### config.mk
export PLATFORM = sky130hd
export DESIGN_NAME = assistive_stroke_motor_sequencer_unit
export DESIGN_NICKNAME = d
export VERILOG_FILES = /design/src/rtl/asms_pkg.sv /design/src/rtl/asms_serial_div.sv /design/src/rtl/assistive_stroke_motor_sequencer_unit.sv
export SDC_FILE = /design/constraint.sdc
export NUM_CORES = 2
export LEC_CHECK = 0
export BUFFER_PORTS_ARGS = -buffer_cell sky130_fd_sc_hd__buf_4
export CAP_MARGIN = 0
export CORE_ASPECT_RATIO = 1.75
export CORE_MARGIN = 3
export CORE_UTILIZATION = 39
export DETAILED_ROUTE_END_ITERATION = 8
export PLACE_DENSITY_LB_ADDON = 0.1
export SLEW_MARGIN = 20
export SYNTH_ARGS = -nofsm -noshare
export SYNTH_HDL_FRONTEND = slang
export SYNTH_SLANG_ARGS = --single-unit
### constraint.sdc
create_clock -name i_clk -period 14.7 [get_ports i_clk]
set_input_delay 2.205 -clock i_clk [delete_from_list [all_inputs] [get_ports i_clk]]
set_output_delay 2.205 -clock i_clk [all_outputs]
set_load 0.05 [all_outputs]
### src/rtl/asms_pkg.sv
`timescale 1ns / 1ps
// ----------------------------------------------------------------------------
// asms_pkg
// Types, constants and the drive command table of the stroke motor sequencer.
// ----------------------------------------------------------------------------
package asms_pkg;

    localparam int POS_W    = 18;
    localparam int TIME_W   = 32;
    localparam int VEL_W    = 18;
    localparam int DRIVE_W  = 14;
    localparam int OUT_DRV_W = 15;
    localparam int CNT_W    = 16;
    localparam int LIM_W    = 17;
    localparam int WANT_W   = 7;
    localparam int CTRL_W   = 8;
    localparam int CMP_W    = 19;
    localparam int ADDR_W   = 4;
    localparam int DATA_W   = 32;

    localparam logic [LIM_W-1:0]   LIMIT_LOW    = 17'd50;
    localparam logic [LIM_W-1:0]   LIMIT_HIGH   = 17'd17000;
    localparam logic [CMP_W-1:0]   LIMIT_OFFSET = 19'd50;
    localparam logic [15:0]        SPEED_RECIP  = 16'd62138;
    localparam int                 SPEED_SHIFT  = 25;
    localparam logic [DRIVE_W-1:0] DRIVE_CAP    = 14'd9830;
    localparam logic [CTRL_W-1:0]  DRIVE_BIAS   = 8'd7;
    localparam logic [15:0]        DRIVE_KNEE   = 16'd30;

    typedef enum logic [1:0] {
        PH_WAIT_FWD  = 2'd0,
        PH_PUSH_FWD  = 2'd1,
        PH_WAIT_BACK = 2'd2,
        PH_PUSH_BACK = 2'd3
    } t_phase;

    typedef enum logic [2:0] {
        ST_IDLE,
        ST_PREP,
        ST_VEL,
        ST_MGO,
        ST_MEAN,
        ST_FIN
    } t_state;

    typedef enum logic [1:0] {
        REG_START_POS = 2'd0,
        REG_END_POS   = 2'd1,
        REG_REP_TGT   = 2'd2,
        REG_DES_SPEED = 2'd3
    } t_reg_idx;

    typedef struct packed {
        logic signed [POS_W-1:0] position;
        logic                    sample_due;
        logic [TIME_W-1:0]       timestamp_ms;
    } t_in;

    typedef struct packed {
        logic signed [OUT_DRV_W-1:0] motor_drive;
        logic [1:0]                  phase;
        logic [CNT_W-1:0]            repetitions;
        logic                        done_res;
    } t_out;

    // drive command for a control value: value * 32768 / 100, capped
    function automatic logic [DRIVE_W-1:0] drive_cmd(input logic [15:0] raw);
        logic [DRIVE_W-1:0] v;
        if (raw >= DRIVE_KNEE) begin
            v = DRIVE_CAP;
        end else begin
            case (raw[4:0])
                5'd0:    v = 14'd0;
                5'd1:    v = 14'd327;
                5'd2:    v = 14'd655;
                5'd3:    v = 14'd983;
                5'd4:    v = 14'd1310;
                5'd5:    v = 14'd1638;
                5'd6:    v = 14'd1966;
                5'd7:    v = 14'd2293;
                5'd8:    v = 14'd2621;
                5'd9:    v = 14'd2949;
                5'd10:   v = 14'd3276;
                5'd11:   v = 14'd3604;
                5'd12:   v = 14'd3932;
                5'd13:   v = 14'd4259;
                5'd14:   v = 14'd4587;
                5'd15:   v = 14'd4915;
                5'd16:   v = 14'd5242;
                5'd17:   v = 14'd5570;
                5'd18:   v = 14'd5898;
                5'd19:   v = 14'd6225;
                5'd20:   v = 14'd6553;
                5'd21:   v = 14'd6881;
                5'd22:   v = 14'd7208;
                5'd23:   v = 14'd7536;
                5'd24:   v = 14'd7864;
                5'd25:   v = 14'd8192;
                5'd26:   v = 14'd8519;
                5'd27:   v = 14'd8847;
                5'd28:   v = 14'd9175;
                5'd29:   v = 14'd9502;
                default: v = DRIVE_CAP;
            endcase
        end
        return v;
    endfunction

endpackage

### src/rtl/asms_serial_div.sv
`timescale 1ns / 1ps
// ----------------------------------------------------------------------------
// asms_serial_div
// Restoring divider, one quotient bit per cycle, unsigned operands.
// ----------------------------------------------------------------------------
module asms_serial_div
    import asms_pkg::*;
#(
    parameter int DIVIDEND_W = 21
) (
    input  logic                  i_clk,
    input  logic                  i_rst_n,
    input  logic                  i_start,
    input  logic [DIVIDEND_W-1:0] i_dividend,
    input  logic [TIME_W-1:0]     i_divisor,
    output logic                  o_busy,
    output logic                  o_done,
    output logic [DIVIDEND_W-1:0] o_quotient
);

    localparam int CNT_BITS = $clog2(DIVIDEND_W + 1);

    logic                  r_busy, n_busy;
    logic                  r_done, n_done;
    logic [CNT_BITS-1:0]   r_cnt, n_cnt;
    logic [TIME_W-1:0]     r_rem, n_rem;
    logic [DIVIDEND_W-1:0] r_quo, n_quo;
    logic [TIME_W-1:0]     r_dvs, n_dvs;
    logic [TIME_W:0]       trial;
    logic                  fits;

    always_comb begin
        trial  = {r_rem, r_quo[DIVIDEND_W-1]};
        fits   = trial >= {1'b0, r_dvs};
        n_busy = r_busy;
        n_done = 1'b0;
        n_cnt  = r_cnt;
        n_rem  = r_rem;
        n_quo  = r_quo;
        n_dvs  = r_dvs;
        if (i_start) begin
            n_busy = 1'b1;
            n_cnt  = CNT_BITS'(DIVIDEND_W);
            n_rem  = '0;
            n_quo  = i_dividend;
            n_dvs  = i_divisor;
        end else if (r_busy) begin
            n_rem = fits ? TIME_W'(trial - {1'b0, r_dvs}) : trial[TIME_W-1:0];
            n_quo = {r_quo[DIVIDEND_W-2:0], fits};
            n_cnt = r_cnt - 1'b1;
            if (r_cnt == CNT_BITS'(1)) begin
                n_busy = 1'b0;
                n_done = 1'b1;
            end
        end
    end

    always_ff @(posedge i_clk) begin
        if (!i_rst_n) begin
            r_busy <= 1'b0;
            r_done <= 1'b0;
            r_cnt  <= '0;
        end else begin
            r_busy <= n_busy;
            r_done <= n_done;
            r_cnt  <= n_cnt;
        end
        r_rem <= n_rem;
        r_quo <= n_quo;
        r_dvs <= n_dvs;
    end

    assign o_busy     = r_busy;
    assign o_done     = r_done;
    assign o_quotient = r_quo;

endmodule

### src/rtl/assistive_stroke_motor_sequencer_unit.sv
`timescale 1ns / 1ps
// ----------------------------------------------------------------------------
// assistive_stroke_motor_sequencer_unit
// Four-phase stroke sequencer with speed-regulated drive level.
// ----------------------------------------------------------------------------
// One input item per control tick (position, sample flag, timestamp) on the
// in channel; one result item per tick on the out channel. Both channels use
// valid/stall; an item moves when valid is high and stall is low.
// Configuration goes through the APB-style port; write it only while idle.
// A tick without a velocity sample goes from the accept state via the finish
// state into the output register. A sample runs the bit-serial divider
// once for the velocity; once the window is full a second pass divides the
// window sum for the mean. The next item is accepted as soon as the previous
// one has left for the output register, even while that result is still
// stalled; a finished item waits in its last state until the output
// register frees up.
// Reset restores the register defaults, clears the sequencer, the stroke
// count, the speed window and done; the first item after reset seeds the
// velocity reference.
// ----------------------------------------------------------------------------
module assistive_stroke_motor_sequencer_unit
    import asms_pkg::*;
#(
    parameter int WINDOW_LEN = 5
) (
    input  logic              i_clk,
    input  logic              i_rst_n,
    input  logic              i_in_valid,
    output logic              o_in_stall,
    input  t_in               i_in_data,
    output logic              o_out_valid,
    input  logic              i_out_stall,
    output t_out              o_out_data,
    input  logic              psel,
    input  logic              penable,
    input  logic              pwrite,
    input  logic [ADDR_W-1:0] paddr,
    input  logic [DATA_W-1:0] pwdata,
    output logic [DATA_W-1:0] prdata,
    output logic              pready
);

    localparam int IDX_W = $clog2(WINDOW_LEN);
    localparam int SUM_W = VEL_W + $clog2(WINDOW_LEN);

    t_state                  r_state, n_state;
    logic [LIM_W-1:0]        r_start, n_start;
    logic [LIM_W-1:0]        r_end, n_end;
    logic [CNT_W-1:0]        r_target, n_target;
    logic [15:0]             r_desired, n_desired;
    logic [WANT_W-1:0]       r_want;
    t_phase                  r_phase, n_phase;
    logic [DRIVE_W-1:0]      r_drive, n_drive;
    logic [CNT_W-1:0]        r_count, n_count;
    logic                    r_done, n_done;
    logic                    r_seeded, n_seeded;
    logic signed [POS_W-1:0] r_last_pos, n_last_pos;
    logic [TIME_W-1:0]       r_last_time, n_last_time;
    logic [VEL_W-1:0]        r_win [WINDOW_LEN];
    logic [VEL_W-1:0]        n_win [WINDOW_LEN];
    logic [IDX_W-1:0]        r_wpos, n_wpos;
    logic                    r_full, n_full;
    logic [SUM_W-1:0]        r_sum, n_sum;
    logic [VEL_W-1:0]        r_mean, n_mean;
    logic signed [CMP_W-1:0] r_dp, n_dp;
    logic [TIME_W-1:0]       r_dt, n_dt;
    logic                    r_act, n_act;
    t_out                    r_res, n_res;
    t_out                    r_out, n_out;
    logic                    r_out_valid, n_out_valid;

    logic                    cfg_wr;
    logic                    out_free;
    logic                    div_start;
    logic [SUM_W-1:0]        div_dividend;
    logic [TIME_W-1:0]       div_divisor;
    logic                    div_busy;
    logic                    div_done;
    logic [SUM_W-1:0]        div_quo;
    logic [31:0]             want_prod;

    logic signed [CMP_W-1:0] pos_x, min_lim, max_lim, fwd_lim, back_lim;
    logic signed [OUT_DRV_W-1:0] drv_out;
    logic [CNT_W-1:0]        cnt_new;
    logic                    done_new;
    logic [VEL_W-1:0]        dp_mag;
    logic [TIME_W-1:0]       dt_mag;
    logic [VEL_W-1:0]        vel;
    logic [CTRL_W-1:0]       ctrl;

    asms_serial_div #(
        .DIVIDEND_W (SUM_W)
    ) u_div (
        .i_clk      (i_clk),
        .i_rst_n    (i_rst_n),
        .i_start    (div_start),
        .i_dividend (div_dividend),
        .i_divisor  (div_divisor),
        .o_busy     (div_busy),
        .o_done     (div_done),
        .o_quotient (div_quo)
    );

    assign cfg_wr    = psel && penable && pwrite;
    assign out_free  = !r_out_valid || !i_out_stall;
    assign want_prod = r_desired * SPEED_RECIP;

    // stroke limits
    always_comb begin
        pos_x    = CMP_W'(i_in_data.position);
        min_lim  = $signed({2'b00, (r_start < LIMIT_LOW) ? LIMIT_LOW : r_start});
        max_lim  = $signed({2'b00, (r_end > LIMIT_HIGH) ? LIMIT_HIGH : r_end});
        fwd_lim  = min_lim + $signed(LIMIT_OFFSET);
        back_lim = max_lim - $signed(LIMIT_OFFSET);
        dp_mag   = r_dp[CMP_W-1] ? VEL_W'(-r_dp) : VEL_W'(r_dp);
        dt_mag   = r_dt[TIME_W-1] ? -r_dt : r_dt;
        vel      = (r_dt == '0) ? '0 : div_quo[VEL_W-1:0];
        ctrl     = CTRL_W'(r_want) - CTRL_W'(r_mean[WANT_W-1:0]) + DRIVE_BIAS;
    end

    always_comb begin
        n_state     = r_state;
        n_start     = r_start;
        n_end       = r_end;
        n_target    = r_target;
        n_desired   = r_desired;
        n_phase     = r_phase;
        n_drive     = r_drive;
        n_count     = r_count;
        n_done      = r_done;
        n_seeded    = r_seeded;
        n_last_pos  = r_last_pos;
        n_last_time = r_last_time;
        n_win       = r_win;
        n_wpos      = r_wpos;
        n_full      = r_full;
        n_sum       = r_sum;
        n_mean      = r_mean;
        n_dp        = r_dp;
        n_dt        = r_dt;
        n_act       = r_act;
        n_res       = r_res;
        n_out       = r_out;
        n_out_valid = r_out_valid && i_out_stall;
        o_in_stall  = 1'b1;
        div_start   = 1'b0;
        div_dividend = SUM_W'(dp_mag);
        div_divisor  = dt_mag;
        drv_out     = '0;
        cnt_new     = r_count;
        done_new    = r_done;

        if (cfg_wr) begin
            unique case (t_reg_idx'(paddr[3:2]))
                REG_START_POS: n_start  = pwdata[LIM_W-1:0];
                REG_END_POS:   n_end    = pwdata[LIM_W-1:0];
                REG_REP_TGT:   n_target = pwdata[CNT_W-1:0];
                REG_DES_SPEED: begin
                    n_desired = pwdata[15:0];
                    n_drive   = drive_cmd(pwdata[15:0]);
                end
            endcase
        end

        unique case (r_state)
            ST_IDLE: begin
                o_in_stall = 1'b0;
                if (i_in_valid) begin
                    n_act   = !r_done;
                    n_state = ST_FIN;
                    if (!r_done) begin
                        unique case (r_phase)
                            PH_WAIT_FWD: begin
                                if (pos_x >= fwd_lim) n_phase = PH_PUSH_FWD;
                            end
                            PH_PUSH_FWD: begin
                                drv_out = $signed({1'b0, r_drive});
                                if (pos_x <= min_lim) n_phase = PH_WAIT_FWD;
                                else if (pos_x >= max_lim) n_phase = PH_WAIT_BACK;
                            end
                            PH_WAIT_BACK: begin
                                if (pos_x <= back_lim) n_phase = PH_PUSH_BACK;
                            end
                            PH_PUSH_BACK: begin
                                drv_out = -$signed({1'b0, r_drive});
                                if (pos_x >= max_lim) begin
                                    n_phase = PH_WAIT_BACK;
                                end else if (pos_x <= min_lim) begin
                                    n_phase = PH_WAIT_FWD;
                                    if (r_count != '1) cnt_new = r_count + 1'b1;
                                end
                            end
                        endcase
                        done_new = cnt_new >= r_target;
                        if (done_new) drv_out = '0;
                        n_count = cnt_new;
                        n_done  = done_new;
                        if (!r_seeded) begin
                            n_seeded    = 1'b1;
                            n_last_pos  = i_in_data.position;
                            n_last_time = i_in_data.timestamp_ms;
                        end else if (i_in_data.sample_due) begin
                            n_dp        = pos_x - CMP_W'(r_last_pos);
                            n_dt        = i_in_data.timestamp_ms - r_last_time;
                            n_last_pos  = i_in_data.position;
                            n_last_time = i_in_data.timestamp_ms;
                            n_state     = ST_PREP;
                        end
                    end
                    n_res.motor_drive = drv_out;
                    n_res.phase       = r_phase;
                    n_res.repetitions = cnt_new;
                    n_res.done_res    = done_new;
                end
            end
            ST_PREP: begin
                div_start = 1'b1;
                n_state   = ST_VEL;
            end
            ST_VEL: begin
                if (div_done) begin
                    n_win[r_wpos] = vel;
                    n_sum = r_sum - SUM_W'(r_win[r_wpos]) + SUM_W'(vel);
                    if (r_wpos == IDX_W'(WINDOW_LEN - 1)) begin
                        n_wpos = '0;
                        n_full = 1'b1;
                    end else begin
                        n_wpos = r_wpos + 1'b1;
                    end
                    n_state = (r_full || r_wpos == IDX_W'(WINDOW_LEN - 1)) ? ST_MGO : ST_FIN;
                end
            end
            ST_MGO: begin
                div_start    = 1'b1;
                div_dividend = r_sum;
                div_divisor  = TIME_W'(WINDOW_LEN);
                n_state      = ST_MEAN;
            end
            ST_MEAN: begin
                if (div_done) begin
                    n_mean  = div_quo[VEL_W-1:0];
                    n_state = ST_FIN;
                end
            end
            ST_FIN: begin
                if (out_free) begin
                    n_out       = r_res;
                    n_out_valid = 1'b1;
                    n_state     = ST_IDLE;
                    if (r_act && r_full) begin
                        n_drive = (r_mean < VEL_W'(r_want)) ? drive_cmd(16'(ctrl)) : '0;
                    end
                end
            end
            default: n_state = ST_IDLE;
        endcase
    end

    always_ff @(posedge i_clk) begin
        if (!i_rst_n) begin
            r_state     <= ST_IDLE;
            r_start     <= LIMIT_LOW;
            r_end       <= LIMIT_HIGH;
            r_target    <= 16'd10;
            r_desired   <= '0;
            r_want      <= '0;
            r_phase     <= PH_WAIT_FWD;
            r_drive     <= '0;
            r_count     <= '0;
            r_done      <= 1'b0;
            r_seeded    <= 1'b0;
            r_wpos      <= '0;
            r_full      <= 1'b0;
            r_sum       <= '0;
            r_out_valid <= 1'b0;
            for (int k = 0; k < WINDOW_LEN; k++) begin
                r_win[k] <= '0;
            end
        end else begin
            r_state     <= n_state;
            r_start     <= n_start;
            r_end       <= n_end;
            r_target    <= n_target;
            r_desired   <= n_desired;
            r_want      <= want_prod[SPEED_SHIFT +: WANT_W];
            r_phase     <= n_phase;
            r_drive     <= n_drive;
            r_count     <= n_count;
            r_done      <= n_done;
            r_seeded    <= n_seeded;
            r_wpos      <= n_wpos;
            r_full      <= n_full;
            r_sum       <= n_sum;
            r_out_valid <= n_out_valid;
            r_win       <= n_win;
        end
        r_last_pos  <= n_last_pos;
        r_last_time <= n_last_time;
        r_mean      <= n_mean;
        r_dp        <= n_dp;
        r_dt        <= n_dt;
        r_act       <= n_act;
        r_res       <= n_res;
        r_out       <= n_out;
    end

    // register readback
    always_comb begin
        unique case (t_reg_idx'(paddr[3:2]))
            REG_START_POS: prdata = DATA_W'(r_start);
            REG_END_POS:   prdata = DATA_W'(r_end);
            REG_REP_TGT:   prdata = DATA_W'(r_target);
            REG_DES_SPEED: prdata = DATA_W'(r_desired);
        endcase
    end

    assign pready      = 1'b1;
    assign o_out_valid = r_out_valid;
    assign o_out_data  = r_out;

    a_done_no_drive: assert property (@(posedge i_clk) disable iff (!i_rst_n)
        r_out_valid && r_out.done_res |-> r_out.motor_drive == '0)
        else $error("drive nonzero on a done item");

    a_frozen_when_done: assert property (@(posedge i_clk) disable iff (!i_rst_n)
        r_done && $past(r_done) |-> $stable(r_phase) && $stable(r_count))
        else $error("sequencer moved after done");

    a_div_start_idle: assert property (@(posedge i_clk) disable iff (!i_rst_n)
        div_start |-> !div_busy)
        else $error("divider restarted while busy");

    a_drive_capped: assert property (@(posedge i_clk) disable iff (!i_rst_n)
        r_drive <= DRIVE_CAP)
        else $error("drive level above cap");

endmodule

## Word-level counts from Yosys, hierarchy flattened

Memory sizes are Yosys's and may differ from the RTL's.
Cells that the tools add are included.

- Add/sub/neg operators: 15
- Multipliers: 1
- Div/mod/pow operators: 0
- Order comparisons: 13
- Eq/ne operators: 23
- Shift-type cells: 0
- Muxes and demuxes: 65
- Bitwise operators: 5
- Reductions and logical operators: 34

Operator list:

| kind | count |
|---|---|
| 16-bit two-way mux | 8 |
| 32-bit case mux with 4 select lines | 1 |
| 18-bit two-way mux | 7 |
| 14-bit two-way mux | 8 |
| 32-bit two-way mux | 3 |
| 90-bit bitwise mux | 1 |
| 32-bit subtractor | 2 |
| 21-bit two-way mux | 3 |
| 18-bit binary-select mux with 3-bit select | 1 |
| 18-bit demux with 3-bit select | 1 |
| 18-bit <= comparator | 2 |
| 17-bit two-way mux | 2 |
| 33-bit by 32-bit >= comparator with 1-bit output | 1 |
| 32-bit zero test | 1 |
| 32-bit negation | 1 |
| 16-bit by 15-bit multiplier with 31-bit output (second input constant) | 1 |
| 31-bit two-way mux | 1 |
| 15-bit case mux with 2 select lines | 1 |
| 3-bit two-way mux | 9 |
| 21-bit by 18-bit adder with 21-bit output | 1 |
| 21-bit by 18-bit subtractor with 21-bit output | 1 |
| 18-bit by 19-bit >= comparator with 1-bit output | 1 |
| 18-bit by 18-bit subtractor with 19-bit output | 1 |
| 17-bit by 6-bit adder with 18-bit output (second input constant) | 1 |
| 47 further kinds | 97 |

- Bits in registers: 506
- Bits in latches: 0
- Bits in writable memories: 0
- ROM bits: 896
- Bits of input ports: 94
- Output and inout port bits: 69
- Memories: 2

Memories:

| name | depth | width | read ports | clocked after Yosys merged registers in | wr ports | line | source |
|---|---|---|---|---|---|---|---|
| (no name shown) | 32 | 14 | 1 | 0 | 0 | asms_pkg.sv:72 | `case (raw[4:0])` |
| (no name shown) | 32 | 14 | 1 | 0 | 0 | asms_pkg.sv:72 |  |

## Longest topological paths before layout

- Depth in word-level cells: 11
- Gate-level depth with buffers: 30

## Modules after synthesis

From an unflattened synthesis, not the netlist that was laid out.

- Cells, all modules: 3937
- Area, all modules: 36042.1 um^2

By module, submodules not included:

| module | instances | cells each | area each (um^2) |
|---|---|---|---|
| assistive_stroke_motor_sequencer_unit | 1 | 3325 | 30307.8 |
| asms_serial_div | 1 | 612 | 5734.2 |

## Least setup slack after synthesis

OpenSTA, ideal clock, no wires.

- Kind: input to register
- From: input i_in_valid
- To: register r_last_pos[0], enable pin
- Arrival: 8107 ps
- Setup slack: 6119 ps
- Stages on the path: 6
- Buffers on the path: 2
- Cells stage by stage: nand2b_1 > nor3_1 > nand2_1 > clkbuf_1 > clkbuf_1 > a21oi_1

- Longest elaborated chain between the ends: 1

RTL lines:

| what | line | source |
|---|---|---|
| from (decl) | assistive_stroke_motor_sequencer_unit.sv:28 | `input logic i_in_valid,` |
| 4-bit AND reduction (no line) | -- |  |
| to (signal assigned) | assistive_stroke_motor_sequencer_unit.sv:297 | `r_last_pos <= n_last_pos;` |
| to (decl) | assistive_stroke_motor_sequencer_unit.sv:57 | `logic signed [POS_W-1:0] r_last_pos, n_last_pos;` |

Every way passes these cells.
A chain may end at the register's enable or synchronous reset.

## Worst setup path after layout

- From: register r_end[1]
- To: register r_res[26] in the netlist's numbering, data pin

- Longest elaborated chain between the ends: 10

RTL lines:

| what | line | source |
|---|---|---|
| from (decl) | assistive_stroke_motor_sequencer_unit.sv:48 | `logic [LIM_W-1:0] r_end, n_end;` |
| from (signal assigned) | assistive_stroke_motor_sequencer_unit.sv:282 | `r_end <= n_end;` |
| 17-bit by 15-bit > comparator with 1-bit output | assistive_stroke_motor_sequencer_unit.sv:112 | `max_lim = $signed({2'b00, (r_end > LIMIT_HIGH) ? LIMIT_HIGH : r_end});` |
| 17-bit two-way mux * | assistive_stroke_motor_sequencer_unit.sv:112 |  |
| 18-bit >= comparator * | assistive_stroke_motor_sequencer_unit.sv:186 | `if (pos_x >= max_lim) begin` |
| 16-bit two-way mux * | assistive_stroke_motor_sequencer_unit.sv:186 |  |
| 16-bit two-way mux * | assistive_stroke_motor_sequencer_unit.sv:172 | `unique case (r_phase)` |
| 16-bit two-way mux * | assistive_stroke_motor_sequencer_unit.sv:171 | `if (!r_done) begin` |
| 16-bit two-way mux * | assistive_stroke_motor_sequencer_unit.sv:168 | `if (i_in_valid) begin` |
| 16-bit two-way mux * | assistive_stroke_motor_sequencer_unit.sv:165 | `unique case (r_state)` |
| 16-bit >= comparator * | assistive_stroke_motor_sequencer_unit.sv:194 | `done_new = cnt_new >= r_target;` |
| 2-bit OR reduction (no line) * | -- |  |
| to (signal assigned) | assistive_stroke_motor_sequencer_unit.sv:303 | `r_res <= n_res;` |
| to (decl) | assistive_stroke_motor_sequencer_unit.sv:68 | `t_out r_res, n_res;` |

Every way passes the cells marked *; elsewhere a longest branch is shown, timed or not. The select of a mux whose other input is x is not followed.

==> out/results.tsv <==
stage	metric	value	unit
setup_path	slowest_delay	0.59	ns
logic_synthesis	seq_area_frac_synth	0.356	
clocking	cts_root_buf	clkbuf_16	
logic_synthesis	avgSynthCellArea	9.09	sq um
sta	setup_viol_count_final	0	
drt	ant_nets	0	
clocking	worst_skew_pair.late_latency	0.64	ns
pwr	power	4510	uW
setup_path	cp.arrival	7.47	ns
sta	max_freq	143	MHz
layout	nets	4516	
logic_synthesis	synth_edf_count	241	
die	ios	163	
drt	drc	0	
layout	final_common_cell	nand2_1	
layout	syn2layout_area_growth	10.9	%
sta	fin_skew	0.0222	ns
clocking	clock_path_buffers	3	
clocking	hold_buffers	0	
worst_hold_path	min_path_type	reg2reg	
die	die_y	404	um
logic_synthesis	syn_inst	3875	
layout	seq_area	12500	sq um
setup_path	crit_path_end_kind	flop	
layout	most-common-layout-cells	nand2_1 (397), nor2_1 (394), inv_1 (390)	
global_routing	grt_usage	0.224	
placement	hpwl	80500	um
setup_path	cpMostUsedCell	a21o_1	
logic_synthesis	async_reset_ff_frac	0	
sta	drv_slew	0	
layout	final_cell_area	39000	sq um
placement	gp_congestion	0.862	
sta	fin_tns_setup	0	ns
setup_path	start_kind	flop	
die	die_w	233	um
clocking	cts_resized	0	
sta	period_minus_slack	6.99	ns
die	num_rows	145	
clocking	cts_tree	built	
layout	drive_above_1_share	0.0878	
setup_path	required	15.18	ns
sta	relSlewSlack	0.306	
pwr	p_leak	0.0169	uW
sta	period_share	0.476	
placement	port_buffers	129	
clocking	htree_levels	2	
drt	drt_iter0_markers	1112	
drt	via_per_inst	5.33	
global_routing	antenna_found_initial	5	
layout	fill_cells	8927	
setup_path	slowest_stage	nor3_2	
placement	place_ws	7.15	ns
clocking	numCtsBuffers	53	
pwr	power_density	115	nW/um^2
logic_synthesis	ys_warn_count	0	
global_routing	grt_first_pass_wirelength	163000	um
drt	drt_first_pass_iters	5	
sta	worst_slew_pin_slew	1.04	ns
setup_path	critPathKind	reg2reg	
die	initial_core_util	0.394	
die	die_area	94100	sq um
logic_synthesis	ys_ff_latch	506	
placement	placed_area	37400	sq um
logic_synthesis	synth.distinct_cells	80	
pwr	ir_worst_vdd	0.0933	mV
clocking	path_clk_slew	0.06	ns
sta	rsz0062_at_grt	false	
drt	vias	27554	
logic_synthesis	ys.flop_type	dfxtp_1	
setup_path	crit_fanout	15	
flow_run	maxCapViolCount	0	
die	core	89400	sq um
sta	setup_slack	7.71	ns
global_routing	grt_overflow	0	
status	status	complete, no violations	
logic_synthesis	synth_area	35200	sq um
global_routing	grt_max_degree	83	
sta	hold_viol	0	
clocking	postCtsSetupBuffers	0	
clocking	cts.sinks	506	
drt	totalWireLength	105000	um
layout	multi_input_area	20600	sq um
global_routing	grt_pass1_vias	28158	
drt	wl_per_cell	20.3	um
[final timing paths]
kind,slack [ns],endpoint,cells past startpoint,startpoint
setup / recovery,7.71,r_res[26]$_SDFFCE_PP0P_,27,r_end[1]$_SDFFE_PN0P_
hold / removal,0.41,o_out_data[21]$_DFFE_PP_,0,r_res[21]$_SDFFCE_PP0P_
hold reg to reg,0.41,o_out_data[21]$_DFFE_PP_,0,r_res[21]$_SDFFCE_PP0P_
setup reg to reg,7.71,r_res[26]$_SDFFCE_PP0P_,27,r_end[1]$_SDFFE_PN0P_
[critical path, delay by kind of cell, from the launching register on]
| kind | cells | cell delay [ns] |
|---|---|---|
| compound gates | 15 | 3.61 |
| xor+xnor | 1 | 0.20 |
| fa+ha+maj | 2 | 0.54 |
| buf+inv | 1 | 0.21 |
| flops | 1 | 0.42 |
| simple gates | 8 | 1.85 |
[synth_stat cells (21+ instances only)]
cell / number / area (sq um)
xnor2_1: 100 / 876
xor2_1: 108 / 946
and3_1: 35 / 219
clkbuf_1: 134 / 503
o211ai_1: 23 / 173
o21ai_0: 188 / 941
o31ai_1: 39 / 293
nor3_1: 47 / 235
dfxtp_1: 265 / 5310
inv_1: 391 / 1470
o21a_1: 21 / 158
or3_1: 21 / 131
nor2b_1: 32 / 200
a31oi_1: 23 / 144
nand3_1: 73 / 365
edfxtp_1: 241 / 7240
nand2b_1: 27 / 169
nand4_1: 26 / 163
nand2_1: 399 / 1500
mux4_2: 35 / 788
ha_1: 359 / 4490
nor4_1: 22 / 138
fa_1: 122 / 2440
nor2_1: 395 / 1480
a21o_1: 82 / 616
mux2i_1: 24 / 240
a21oi_1: 371 / 1860
[metrics by stage]
step,util,hold slack [ns],cells
finish,0.437,0.412,5165
floorplan,-,0.400,3891
CTS,0.436,0.414,5161
global route,0.436,0.426,5161
global placement,0.418,0.403,5062
detailed placement,0.418,0.405,5062
[state kept, by name (all words and copies together) (netlist names), 17 cells and up]
signal and count:
r_res 34, r_last_pos 18, r_sum 21, r_win 90, r_last_time 32, u_div.r_dvs 32
o_out_data 34, r_mean 18, r_start 17, u_div.r_rem 32, r_dp 19, r_dt 32
u_div.o_quotient 21, r_end 17
[metal layers]
metal,global-route usage,vias up,share of wire,wire length [um]
met5,0,-,0.00012,13
met4,0.102,2,0.051,5390
met3,0.0245,183,0.030,3170
met2,0.450,463,0.56,59200
met1,0.225,13339,0.35,37200
li1,-,13567,-,-
[cell families after synthesis]
kind of cell | share of synthesized area
AOI/OAI and AO/OA | 0.150
xor gates and xnor gates | 0.0517
adders and majority gates | 0.197
buffers and inverters | 0.0625
DFF | 0.356
muxes | 0.0321
other | 0.000213
and+or+nand+nor | 0.150
[cell type report]
class                   instances  share of cell area
inverters                     393              0.0379
multi-input cells            2820               0.528
repair buffers                167              0.0321
diodes                          4            0.000256
well taps                    1176              0.0377
clock buffers                  69              0.0376
flip-flops and latches        506               0.321
clock inverters                30             0.00525
[where the power goes]
part | internal [uW] | switching [uW]
logic | 531 | 872
registers | 1660 | 92.3
clock network | 727 | 622
total | 2920 | 1590
No activity file was read; power rests on OpenSTA's default activity.
